$ cat src/hw/rtl/hssd_pkg.sv
// Shared types, constants and the half-step phase table of the stepper driver.
`timescale 1ns / 1ps
`default_nettype none

package hssd_pkg;

    localparam int unsigned POS_W   = 15;
    localparam int unsigned STEPS_W = 16;
    localparam int unsigned TICK_W  = 32;
    localparam int unsigned HOLD_W  = 16;
    localparam int unsigned LEVEL_W = 8;
    localparam int unsigned ADDR_W  = 4;

    localparam logic [LEVEL_W-1:0] FULL_LEVEL = 8'd255;
    localparam logic [LEVEL_W-1:0] HOLD_LEVEL = 8'd128;
    localparam logic [LEVEL_W-1:0] OFF_LEVEL  = 8'd0;

    // Register indexes, taken from paddr[3:2].
    localparam logic [1:0] REG_STEP_GAP   = 2'd0;
    localparam logic [1:0] REG_HOLD_LIMIT = 2'd1;
    localparam logic [1:0] REG_STEPS_TURN = 2'd2;

    localparam logic [TICK_W-1:0] STEP_GAP_RST   = 32'd1000;
    localparam logic [HOLD_W-1:0] HOLD_LIMIT_RST = 16'hFFFF;
    localparam logic [POS_W-1:0]  STEPS_TURN_RST = 15'd400;

    localparam logic CMD_TICK = 1'b0;
    localparam logic CMD_MOVE = 1'b1;

    typedef struct packed {
        logic [TICK_W-1:0] step_gap;
        logic [HOLD_W-1:0] hold_limit;
        logic [POS_W-1:0]  steps_turn;
    } t_cfg;

    typedef struct packed {
        logic               dir_a;
        logic               dir_b;
        logic [LEVEL_W-1:0] pwm_a_level;
        logic [LEVEL_W-1:0] pwm_b_level;
        logic               busy_res;
        logic               stepped;
        logic [POS_W-1:0]   position;
    } t_result;

    // Lines per phase: dirA in bit 3, dirB in bit 2, pwmA in bit 1, pwmB in bit 0.
    function automatic logic [3:0] phase_lines(input logic [2:0] phase);
        logic [3:0] lines;
        case (phase)
            3'd0:    lines = 4'hE;
            3'd1:    lines = 4'hF;
            3'd2:    lines = 4'h5;
            3'd3:    lines = 4'h7;
            3'd4:    lines = 4'h2;
            3'd5:    lines = 4'h3;
            3'd6:    lines = 4'h9;
            3'd7:    lines = 4'hB;
            default: lines = 4'h0;
        endcase
        return lines;
    endfunction

endpackage

`default_nettype wire

$ cat src/hw/rtl/hssd_in_if.sv
// Input item channel of the stepper driver: command and signed step count.
`timescale 1ns / 1ps
`default_nettype none

interface hssd_in_if;
    logic                                  valid;
    logic                                  ready;
    logic                                  command;
    logic signed [hssd_pkg::STEPS_W-1:0]   move_steps;

    modport source (output valid, output command, output move_steps, input ready);
    modport sink (input valid, input command, input move_steps, output ready);
endinterface

`default_nettype wire

$ cat src/hw/rtl/hssd_out_if.sv
// Result item channel of the stepper driver: coil lines, levels and status.
`timescale 1ns / 1ps
`default_nettype none

interface hssd_out_if;
    logic                           valid;
    logic                           ready;
    logic                           dir_a;
    logic                           dir_b;
    logic [hssd_pkg::LEVEL_W-1:0]   pwm_a_level;
    logic [hssd_pkg::LEVEL_W-1:0]   pwm_b_level;
    logic                           busy_res;
    logic                           stepped;
    logic [hssd_pkg::POS_W-1:0]     position;

    modport source (
        output valid, output dir_a, output dir_b, output pwm_a_level,
        output pwm_b_level, output busy_res, output stepped, output position,
        input ready
    );
    modport sink (
        input valid, input dir_a, input dir_b, input pwm_a_level,
        input pwm_b_level, input busy_res, input stepped, input position,
        output ready
    );
endinterface

`default_nettype wire

$ cat src/hw/rtl/hssd_cfg.sv
// APB-style configuration registers of the stepper driver.
`timescale 1ns / 1ps
`default_nettype none

module hssd_cfg (
    input  wire logic                          i_clk,
    input  wire logic                          i_rst_n,
    input  wire logic                          psel,
    input  wire logic                          penable,
    input  wire logic                          pwrite,
    input  wire logic [hssd_pkg::ADDR_W-1:0]   paddr,
    input  wire logic [31:0]                   pwdata,
    output logic      [31:0]                   prdata,
    output logic                               pready,
    output hssd_pkg::t_cfg                     o_cfg
);

    hssd_pkg::t_cfg r_cfg;
    logic           w_wr;

    assign pready = 1'b1;
    assign w_wr   = psel && penable && pwrite;
    assign o_cfg  = r_cfg;

    always_ff @(posedge i_clk) begin
        if (!i_rst_n) begin
            r_cfg.step_gap   <= hssd_pkg::STEP_GAP_RST;
            r_cfg.hold_limit <= hssd_pkg::HOLD_LIMIT_RST;
            r_cfg.steps_turn <= hssd_pkg::STEPS_TURN_RST;
        end else if (w_wr) begin
            case (paddr[3:2])
                hssd_pkg::REG_STEP_GAP:   r_cfg.step_gap <= pwdata;
                hssd_pkg::REG_HOLD_LIMIT: r_cfg.hold_limit <= pwdata[hssd_pkg::HOLD_W-1:0];
                hssd_pkg::REG_STEPS_TURN: r_cfg.steps_turn <= pwdata[hssd_pkg::POS_W-1:0];
                default: ;
            endcase
        end
    end

    // Unaligned and unmapped reads return zero.
    always_comb begin
        prdata = 32'd0;
        if (paddr[1:0] == 2'd0) begin
            case (paddr[3:2])
                hssd_pkg::REG_STEP_GAP:   prdata = r_cfg.step_gap;
                hssd_pkg::REG_HOLD_LIMIT: prdata = {16'd0, r_cfg.hold_limit};
                hssd_pkg::REG_STEPS_TURN: prdata = {17'd0, r_cfg.steps_turn};
                default:                  prdata = 32'd0;
            endcase
        end
    end

endmodule

`default_nettype wire

$ cat src/hw/rtl/hssd_step.sv
// Motion state of the stepper driver and the next-state and result logic per item.
`timescale 1ns / 1ps
`default_nettype none

module hssd_step (
    input  wire logic                                 i_clk,
    input  wire logic                                 i_rst_n,
    input  wire logic                                 i_accept,
    input  wire logic                                 i_command,
    input  wire logic signed [hssd_pkg::STEPS_W-1:0]  i_move_steps,
    input  wire hssd_pkg::t_cfg                       i_cfg,
    output hssd_pkg::t_result                         o_result
);

    logic [hssd_pkg::POS_W-1:0]   r_pos,   n_pos;
    logic                         r_fwd,   n_fwd;
    logic [hssd_pkg::STEPS_W-1:0] r_rem,   n_rem;
    logic [hssd_pkg::TICK_W-1:0]  r_ticks, n_ticks;
    logic [3:0]                   r_lines, n_lines;
    logic                         r_hold,  n_hold;

    logic [hssd_pkg::TICK_W-1:0]  w_ticks_inc;
    logic [hssd_pkg::POS_W-1:0]   w_pos_up;
    logic [hssd_pkg::POS_W-1:0]   w_pos_dn_base;
    logic [hssd_pkg::POS_W-1:0]   w_pos_step;
    logic [hssd_pkg::STEPS_W-1:0] w_raw;
    logic                         w_due;
    logic                         w_stepped;

    assign w_raw       = i_move_steps;
    assign w_ticks_inc = (r_ticks == '1) ? r_ticks : r_ticks + 1'b1;
    assign w_due       = (r_rem != '0) && (w_ticks_inc >= i_cfg.step_gap);

    // Forward wraps at the revolution count (or at the 15-bit boundary when the
    // position has run past it); reverse from zero goes to the last step.
    assign w_pos_up      = (r_pos + 1'b1 == i_cfg.steps_turn) ? '0 : r_pos + 1'b1;
    assign w_pos_dn_base = (r_pos == '0) ? i_cfg.steps_turn : r_pos;
    assign w_pos_step    = r_fwd ? w_pos_up : w_pos_dn_base - 1'b1;

    always_comb begin
        n_pos     = r_pos;
        n_fwd     = r_fwd;
        n_rem     = r_rem;
        n_ticks   = r_ticks;
        n_lines   = r_lines;
        n_hold    = r_hold;
        w_stepped = 1'b0;
        if (i_command == hssd_pkg::CMD_MOVE) begin
            if (w_raw != '0) begin
                n_fwd = !w_raw[hssd_pkg::STEPS_W-1];
                n_rem = w_raw[hssd_pkg::STEPS_W-1] ? ('0 - w_raw) : w_raw;
            end
        end else begin
            n_ticks = w_ticks_inc;
            if (w_due) begin
                n_ticks   = '0;
                n_pos     = w_pos_step;
                n_rem     = r_rem - 1'b1;
                n_lines   = hssd_pkg::phase_lines(w_pos_step[2:0]);
                n_hold    = 1'b0;
                w_stepped = 1'b1;
            end else if ((r_rem != '0) &&
                         (w_ticks_inc >= {16'd0, i_cfg.hold_limit})) begin
                n_hold = 1'b1;
            end
        end
    end

    always_ff @(posedge i_clk) begin
        if (!i_rst_n) begin
            r_pos   <= '0;
            r_fwd   <= 1'b0;
            r_rem   <= '0;
            r_ticks <= '1;
            r_lines <= '0;
            r_hold  <= 1'b0;
        end else if (i_accept) begin
            r_pos   <= n_pos;
            r_fwd   <= n_fwd;
            r_rem   <= n_rem;
            r_ticks <= n_ticks;
            r_lines <= n_lines;
            r_hold  <= n_hold;
        end
    end

    // The result reflects the state as this item leaves it.
    always_comb begin
        o_result.dir_a       = n_lines[3];
        o_result.dir_b       = n_lines[2];
        o_result.pwm_a_level = n_hold ? hssd_pkg::HOLD_LEVEL :
                               (n_lines[1] ? hssd_pkg::FULL_LEVEL : hssd_pkg::OFF_LEVEL);
        o_result.pwm_b_level = n_hold ? hssd_pkg::HOLD_LEVEL :
                               (n_lines[0] ? hssd_pkg::FULL_LEVEL : hssd_pkg::OFF_LEVEL);
        o_result.busy_res    = (n_rem != '0);
        o_result.stepped     = w_stepped;
        o_result.position    = n_pos;
    end

endmodule

`default_nettype wire

$ cat src/hw/rtl/half_step_stepper_driver_core.sv
// Top level of the half-step stepper driver: config port, motion state, result register.
`timescale 1ns / 1ps
`default_nettype none

// Each input item (a one-microsecond tick or a move command) yields exactly one
// result item, and the block takes one item per clock cycle: the tick count,
// step decision, position wrap and phase lookup settle in one pass of logic
// between the motion state registers and the result register. The result
// register frees in the same cycle that its item is taken, so input is ready
// whenever the result is empty or being taken; a stalled result holds input
// off. Configuration writes land at byte addresses 0, 4 and 8 and should be
// made only while no item is in flight.
module half_step_stepper_driver_core (
    input  wire logic                          i_clk,
    input  wire logic                          i_rst_n,
    hssd_in_if.sink                            i_item,
    hssd_out_if.source                         o_result,
    input  wire logic                          psel,
    input  wire logic                          penable,
    input  wire logic                          pwrite,
    input  wire logic [hssd_pkg::ADDR_W-1:0]   paddr,
    input  wire logic [31:0]                   pwdata,
    output logic      [31:0]                   prdata,
    output logic                               pready
);

    hssd_pkg::t_cfg    w_cfg;
    hssd_pkg::t_result w_next;
    hssd_pkg::t_result r_res;
    logic              r_valid;
    logic              w_accept;

    assign i_item.ready = !r_valid || o_result.ready;
    assign w_accept     = i_item.valid && i_item.ready;

    hssd_cfg u_cfg (
        .i_clk   (i_clk),
        .i_rst_n (i_rst_n),
        .psel    (psel),
        .penable (penable),
        .pwrite  (pwrite),
        .paddr   (paddr),
        .pwdata  (pwdata),
        .prdata  (prdata),
        .pready  (pready),
        .o_cfg   (w_cfg)
    );

    hssd_step u_step (
        .i_clk        (i_clk),
        .i_rst_n      (i_rst_n),
        .i_accept     (w_accept),
        .i_command    (i_item.command),
        .i_move_steps (i_item.move_steps),
        .i_cfg        (w_cfg),
        .o_result     (w_next)
    );

    always_ff @(posedge i_clk) begin
        if (!i_rst_n) begin
            r_valid <= 1'b0;
        end else if (w_accept) begin
            r_valid <= 1'b1;
        end else if (o_result.ready) begin
            r_valid <= 1'b0;
        end
    end

    always_ff @(posedge i_clk) begin
        if (w_accept) begin
            r_res <= w_next;
        end
    end

    assign o_result.valid       = r_valid;
    assign o_result.dir_a       = r_res.dir_a;
    assign o_result.dir_b       = r_res.dir_b;
    assign o_result.pwm_a_level = r_res.pwm_a_level;
    assign o_result.pwm_b_level = r_res.pwm_b_level;
    assign o_result.busy_res    = r_res.busy_res;
    assign o_result.stepped     = r_res.stepped;
    assign o_result.position    = r_res.position;

endmodule

`default_nettype wire
$ cat src/flat_wrapper.sv
// flat-port wrapper written by rule: the top's interface ports become plain ports
module half_step_stepper_driver_core_flat 
  (i_clk, i_rst_n, psel, penable, pwrite, paddr, pwdata, prdata, pready, i_item_valid, i_item_command, i_item_move_steps, i_item_ready, o_result_valid, o_result_dir_a, o_result_dir_b, o_result_pwm_a_level, o_result_pwm_b_level, o_result_busy_res, o_result_stepped, o_result_position, o_result_ready);
  hssd_in_if i_item_i ();
  hssd_out_if o_result_i ();
  input  wire logic i_clk;
  input  wire logic i_rst_n;
  input  wire logic psel;
  input  wire logic penable;
  input  wire logic pwrite;
  input  wire logic [hssd_pkg::ADDR_W-1:0] paddr;
  input  wire logic [31:0] pwdata;
  output logic      [31:0] prdata;
  output logic pready;
  input wire logic [$bits(i_item_i.valid)-1:0] i_item_valid;
  input wire logic [$bits(i_item_i.command)-1:0] i_item_command;
  input wire logic [$bits(i_item_i.move_steps)-1:0] i_item_move_steps;
  output wire logic [$bits(i_item_i.ready)-1:0] i_item_ready;
  output wire logic [$bits(o_result_i.valid)-1:0] o_result_valid;
  output wire logic [$bits(o_result_i.dir_a)-1:0] o_result_dir_a;
  output wire logic [$bits(o_result_i.dir_b)-1:0] o_result_dir_b;
  output wire logic [$bits(o_result_i.pwm_a_level)-1:0] o_result_pwm_a_level;
  output wire logic [$bits(o_result_i.pwm_b_level)-1:0] o_result_pwm_b_level;
  output wire logic [$bits(o_result_i.busy_res)-1:0] o_result_busy_res;
  output wire logic [$bits(o_result_i.stepped)-1:0] o_result_stepped;
  output wire logic [$bits(o_result_i.position)-1:0] o_result_position;
  input wire logic [$bits(o_result_i.ready)-1:0] o_result_ready;
  assign i_item_i.valid = i_item_valid;
  assign i_item_i.command = i_item_command;
  assign i_item_i.move_steps = i_item_move_steps;
  assign i_item_ready = i_item_i.ready;
  assign o_result_valid = o_result_i.valid;
  assign o_result_dir_a = o_result_i.dir_a;
  assign o_result_dir_b = o_result_i.dir_b;
  assign o_result_pwm_a_level = o_result_i.pwm_a_level;
  assign o_result_pwm_b_level = o_result_i.pwm_b_level;
  assign o_result_busy_res = o_result_i.busy_res;
  assign o_result_stepped = o_result_i.stepped;
  assign o_result_position = o_result_i.position;
  assign o_result_i.ready = o_result_ready;
  half_step_stepper_driver_core u_core (.i_clk(i_clk), .i_rst_n(i_rst_n), .i_item(i_item_i), .o_result(o_result_i), .psel(psel), .penable(penable), .pwrite(pwrite), .paddr(paddr), .pwdata(pwdata), .prdata(prdata), .pready(pready));
endmodule
$ cat config.mk
export PLATFORM = sky130hd
export DESIGN_NAME = half_step_stepper_driver_core_flat
export DESIGN_NICKNAME = d
export VERILOG_FILES = /design/src/hw/rtl/hssd_pkg.sv /design/src/hw/rtl/hssd_in_if.sv /design/src/hw/rtl/hssd_out_if.sv /design/src/hw/rtl/hssd_cfg.sv /design/src/hw/rtl/hssd_step.sv /design/src/hw/rtl/half_step_stepper_driver_core.sv /design/src/flat_wrapper.sv
export SDC_FILE = /design/constraint.sdc
export NUM_CORES = 1
export LEC_CHECK = 0
export BUFFER_PORTS_ARGS = -buffer_cell sky130_fd_sc_hd__buf_2
export CORE_UTILIZATION = 30
export DETAILED_ROUTE_END_ITERATION = 6
export PLACE_DENSITY_LB_ADDON = 0.05
export SLEW_MARGIN = 15
export SYNTH_ARGS = -nofsm -noshare
export SYNTH_HDL_FRONTEND = slang
export SYNTH_SLANG_ARGS = --single-unit
$ cat constraint.sdc
create_clock -name i_clk -period 5.6 [get_ports i_clk]
set_input_delay 1.12 -clock i_clk [delete_from_list [all_inputs] [get_ports i_clk]]
set_output_delay 1.12 -clock i_clk [all_outputs]
set_load 0.1 [all_outputs]
### Yosys cells after proc, flatten, opt, wreduce, memory -nomap -nowiden

Memory sizes are Yosys's and may differ from the RTL's.
Cells that the tools add are included.

| word-level totals | value |
|---|---|
| bits in registers | 168 |
| ROM bits | 32 |
| input port bits | 60 |
| output and inout port bits | 70 |
| logic and storage cells | 73 |
| memories | 1 |

| operators by class | value |
|---|---|
| $add $sub $neg | 5 |
| magnitude comparators | 2 |
| equal/unequal tests | 4 |
| muxes and demuxes | 23 |
| bitwise gates (word level) | 1 |
| reduce and logical (&&, ||, !) cells | 20 |

Memories:

| name | words | width | read ports | clocked after Yosys merged registers in | write ports | RTL line | RTL |
|---|---|---|---|---|---|---|---|
| (name not given) | 8 | 4 | 1 | 0 | 0 | hssd_pkg.sv:49 | `case (phase)` |

Operators with widths:

| operator | count |
|---|---|
| $mux W32 | 3 |
| $pmux W32 S3 | 1 |
| $mux W15 | 5 |
| $mux W16 | 4 |
| $reduce_bool A16 Y1 | 3 |
| $add A32 B1 Y32 const B | 1 |
| $eq A32 B32 Y1 const B | 1 |
| $ge A32 B16 Y1 | 1 |
| $ge A32 B32 Y1 | 1 |
| $mux W8 | 2 |
| $sub A1 B16 Y16 const A | 1 |
| $sub A16 B1 Y16 const B | 1 |
| $add A15 B1 Y15 const B | 1 |
| $eq A15 B15 Y1 | 1 |
| $logic_not A15 Y1 | 1 |
| $sub A15 B1 Y15 const B | 1 |
| $mux W4 | 2 |
| $reduce_and A2 Y1 | 4 |
| $mux W1 | 6 |
| $logic_and A1 B1 Y1 | 5 |
| $logic_not A2 Y1 | 2 |
| $reduce_and A3 Y1 | 1 |
| $eq A2 B1 Y1 const B | 1 |
| $eq A2 B2 Y1 const B | 1 |
| other kinds (4) | 5 |

### Longest topological paths before layout

An unclocked memory read counts as a cell.

| logic depth | value |
|---|---|
| word-level depth | 8 |
| gate-level depth with buffers | 21 |
| mapped depth without buffers | 20 |

### By module

A second synthesis with hierarchy kept.

| unflattened totals | value |
|---|---|
| cell total of the unflattened synthesis | 1407 |
| area total of the unflattened synthesis | 11713.7 µm² |

Modules (own cells, without submodules):

| module | instances | cells each | area an instance (µm²) | seq. area each (µm²) |
|---|---|---|---|---|
| hssd_step | 1 | 1024 | 7524.7 | 1381.3 |
| hssd_cfg | 1 | 343 | 3080.5 | 1261.2 |
| half_step_stepper_driver_core | 1 | 40 | 1108.6 | 1071.0 |

### Worst setup path after synthesis

Ideal clock, no wire load.

| timing | value |
|---|---|
| kind | input to output |
| from | input paddr[2] (netlist bit) |
| to | output prdata[15] |
| data arrival time | 4.952 ns |
| data required time | 4.480 ns |
| path slack | -0.472 ns |
| stages on the path | 4 |
| buffers on the path | 2 |
| path through | buf_1 -> buf_1 -> mux2i_1 -> nor4_1 |

| between the ends | value |
|---|---|
| word-level cells in the longest chain between the ends | 3 |
| elaborated cells on any way between the ends | 5 |
| classes of those cells | eq/ne (2); mux (2); reduce/logical (1) |

RTL lines:

| element | RTL line | RTL |
|---|---|---|
| start, declared | flat_wrapper.sv:11 | `input wire logic [hssd_pkg::ADDR_W-1:0] paddr;` |
| $eq A2 B2 Y1 (tied with other cells) | hssd_cfg.sv:44 | `case (paddr[3:2])` |
| $pmux W32 S3 * | hssd_cfg.sv:44 |  |
| $mux W32 * | hssd_cfg.sv:43 | `if (paddr[1:0] == 2'd0) begin` |
| end, declared | flat_wrapper.sv:13 | `output logic [31:0] prdata;` |

Mark *: on every way between the ends. The rest lies on a longest branch, timed or not.

==> flow_summary.json <==
{
  "status": "complete, no violations",
  "ys_ff_latch": 156,
  "cts_tree": "yes",
  "start_util_pct": 30.8,
  "p_leak_nw": 5.10,
  "swShare_pct": 40.5,
  "comb_power_share_pct": 36.0,
  "async_flop_share_pct": 0,
  "timing_hold_violations_final": 0,
  "setup_viol": 0,
  "htree_levels": 4,
  "worst_setup_path_start_kind": "flip-flop",
  "clk_latency_ns": 0.45,
  "avgViaCountPerCell": 5.26,
  "drt_wl_total_mm": 35.7,
  "timing.slew.headroom_pct": 28.7,
  "grt_pass1_vias": 9784,
  "ys_warn_count": 0,
  "core-area_sq_um": 34900,
  "placed_cell_area_sq_um": 11800,
  "synth_area_sq_um": 10700,
  "num-nets-final": 1573,
  "synth_edf_count": 23,
  "yosysUniqueCellTypes": 84,
  "synthAdderAreaFrac_pct": 6.29,
  "power_frac_clock_pct": 31.2,
  "grt_usage_pct": 20.1,
  "yosys.area_share.xor_xnor_pct": 6.81,
  "setup_tns_ns": 0,
  "tightest_slew_ns": 1.06,
  "ir_worst_vdd_v": 0.000239,
  "p_total_mw": 4.04,
  "die_y_um": 191,
  "intPower_mw": 2.41,
  "first_pass_iters": 5,
  "design_area_sq_um": 12400,
  "num_rows": 68,
  "grt_overflow": 0,
  "cts_sinks": 156,
  "drive_gt1_share_pct": 15.0,
  "post_drt_wl_per_cell_um": 18.5,
  "clk_path_buf_depth": 2,
  "synth-simple-area-share_pct": 24.3,
  "whs_ns": 0.459,
  "rsz0062_at_grt": "no",
  "power_density_nw_per_um2": 327,
  "numPortBuffers": 128,
  "ant_nets": 0,
  "post-place-ws_ns": 0.248,
  "die_w_um": 191,
  "drc": 0,
  "cts_root_buf": "clkbuf_16",
  "ys.flop_type": "dfxtp_1",
  "grt_max_degree": 64,
  "arrival_ns": 5.49,
  "finalCritPeriodShare_pct": 94.8,
  "p_seq_share_pct": 32.9,
  "avgSynthCellArea_sq_um": 7.79,
  "synth_top_family_by_area": "simple AND/OR/NAND/NOR gates",
  "worstSetupPathType": "reg -> reg",
  "synth_nets": 1494,
  "dp_hpwl_mm": 26.1,
  "cts_made_buffers": 17,
  "synth-compound-area-share_pct": 21.1,
  "pin_count": 130,
  "grt_pass1_wl_mm": 56.6,
  "slew_viol_final": 0,
  "synthMuxAreaShare_pct": 3.41,
  "fin_ws_ns": 0.294,
  "critical_path_required_ns": 5.78,
  "cts.clk_slew.worst_paths_ns": 0.07,
  "vias": 10145,
  "synthCells": 1380,
  "fill_cells": 3739,
  "hp-class": "reg -> reg",
  "yosysSeqAreaShare_pct": 31.2,
  "area_delta_synth_final_pct": 15.1,
  "dp_cells": 1895,
  "skew_ns": 0.0144,
  "diodes": 0,
  "min_period_ns": 5.31,
  "die-area_sq_um": 36600,
  "fmax_ghz": 0.188,
  "critPathMaxFanout": 21,
  "utilization_pct": 35.5,
  "drv_cap": 0,
  "antenna_found_initial": 0,
  "final_cell_count_no_fill": 1927,
  "gp_congestion": 0.871,
  "end_kind": "flip-flop",
  "drt_iter0_drc": 588,
  "switching_power_mw": 1.64
}
==> what timing repair did <==
item	4_1_cts	5_1_grt
endpoints found under the setup margin	0	1
setup buffers	0	0
hold buffers	0	0
gates resized for setup	0	3
==> power groups by stage <==
stage | sequential (mW) | combinational [mW] | clock [mW]
5_1_grt | 1.34 | 1.59 | 1.34
3_5_place_dp | 1.35 | 1.45 | 0
2_1_floorplan | 1.50 | 0.953 | 0
4_1_cts | 1.33 | 1.46 | 1.29
6_report | 1.33 | 1.45 | 1.26
3_3_place_gp | 1.35 | 1.46 | 0
==> path summary, 6_finish.rpt <==
kind	slack, ns	cells after the start	start	to
worst min-delay path	0.46	2	u_core.u_step.r_lines[3]	u_core.u_step.r_lines[3]
worst max register to register	0.29	16	u_core.u_step.r_ticks[0]	u_core.o_result.busy_res
worst max-delay path	0.29	16	u_core.u_step.r_ticks[0]	u_core.o_result.busy_res
worst min register to register	0.46	2	u_core.u_step.r_lines[3]	u_core.u_step.r_lines[3]
==> state kept, by name, summed over array words and instances (netlist names), 2 cells and up <==
name,flops
u_core.o_result.pwm_a_level,2
u_core.u_step.r_pos,15
u_core.o_result.position,15
u_core.u_cfg.o_cfg,63
u_core.u_step.r_lines,4
u_core.u_step.r_ticks,32
u_core.o_result.pwm_b_level,2
u_core.u_step.r_rem,16
==> area by class of cell <==
class,instances,area [sq um],share of cell area (%)
clock buffer,19,443,3.58
timing repair buffer,157,858,6.94
multi-input combinational,1048,6690,54.0
clock inverter,13,166,1.35
tap,455,569,4.60
sequential,156,3350,27.1
inverter,79,297,2.40
==> cell usage in the layout, fill, tap and decap left out, types with 24 or more instances in the layout <==
cell type	n
dfxtp_1	133
ha_1	54
nand2_1	196
and2_1	24
buf_4	29
nor2_1	109
nand3_1	45
mux2i_1	31
nand4_1	27
inv_1	76
xnor2_1	52
o211ai_1	29
o21ai_0	46
a21oi_1	118
xor2_1	29
buf_2	128
==> cell usage after synthesis, drive strengths merged (9+ instances only) <==
library cell  instances  area (sq um)
o21ai                65           329
nand2               196           736
nor4                 21           174
a221o                13           130
and2                 25           156
nor3                 25           130
nand2b                9          56.3
inv                  79           297
a31oi                14          87.6
or3                   9          56.3
dfxtp               133          2660
a211oi               13          97.6
clkbuf               59           221
o211ai               29           218
a21o                 12          90.1
nor2                111           422
nand4                28           181
and4                 14           123
buf                  38           220
edfxtp               23           691
xnor2                52           455
nand3                46           235
ha                   54           676
a21oi               119           599
and3                 14          87.6
xor2                 29           254
mux2i                31           310
or4                  10          82.6
o31ai                 9          67.6
==> metal layers <==
metal	GRT usage (%)	share of wire, %
met1	26.7	48
met2	33.5	47
met3	2.94	3.4
met4	5.28	1.4
met5	0	0
==> cell families (layout without fill, tap and decap cells) <==
| group | Yosys count | after routing |
|---|---|---|
| xor+xnor | 82 | 82 |
| other cells | 1 | 1 |
| simple gates | 529 | 529 |
| flops | 156 | 156 |
| mux | 36 | 36 |
| compound gates | 346 | 346 |
| buf+inv | 176 | 268 |
| fa+ha+maj | 54 | 54 |
==> critical path: stages, from the launching register on <==
cell and delay [ns]:
dfxtp_1 0.43, ha_1 0.23, nand3_1 0.17, or4_1 0.61
or4_1 0.55, xnor2_1 0.20, ha_1 0.32, nand4_1 0.15
nor3_1 0.31, nand3_1 0.15, a31oi_1 0.35, o21a_2 0.32
buf_4 0.34, inv_2 0.11, a311oi_1 0.45, and4bb_1 0.26
nand4_1 0.07
No activity file was read; power rests on OpenSTA's default activity.
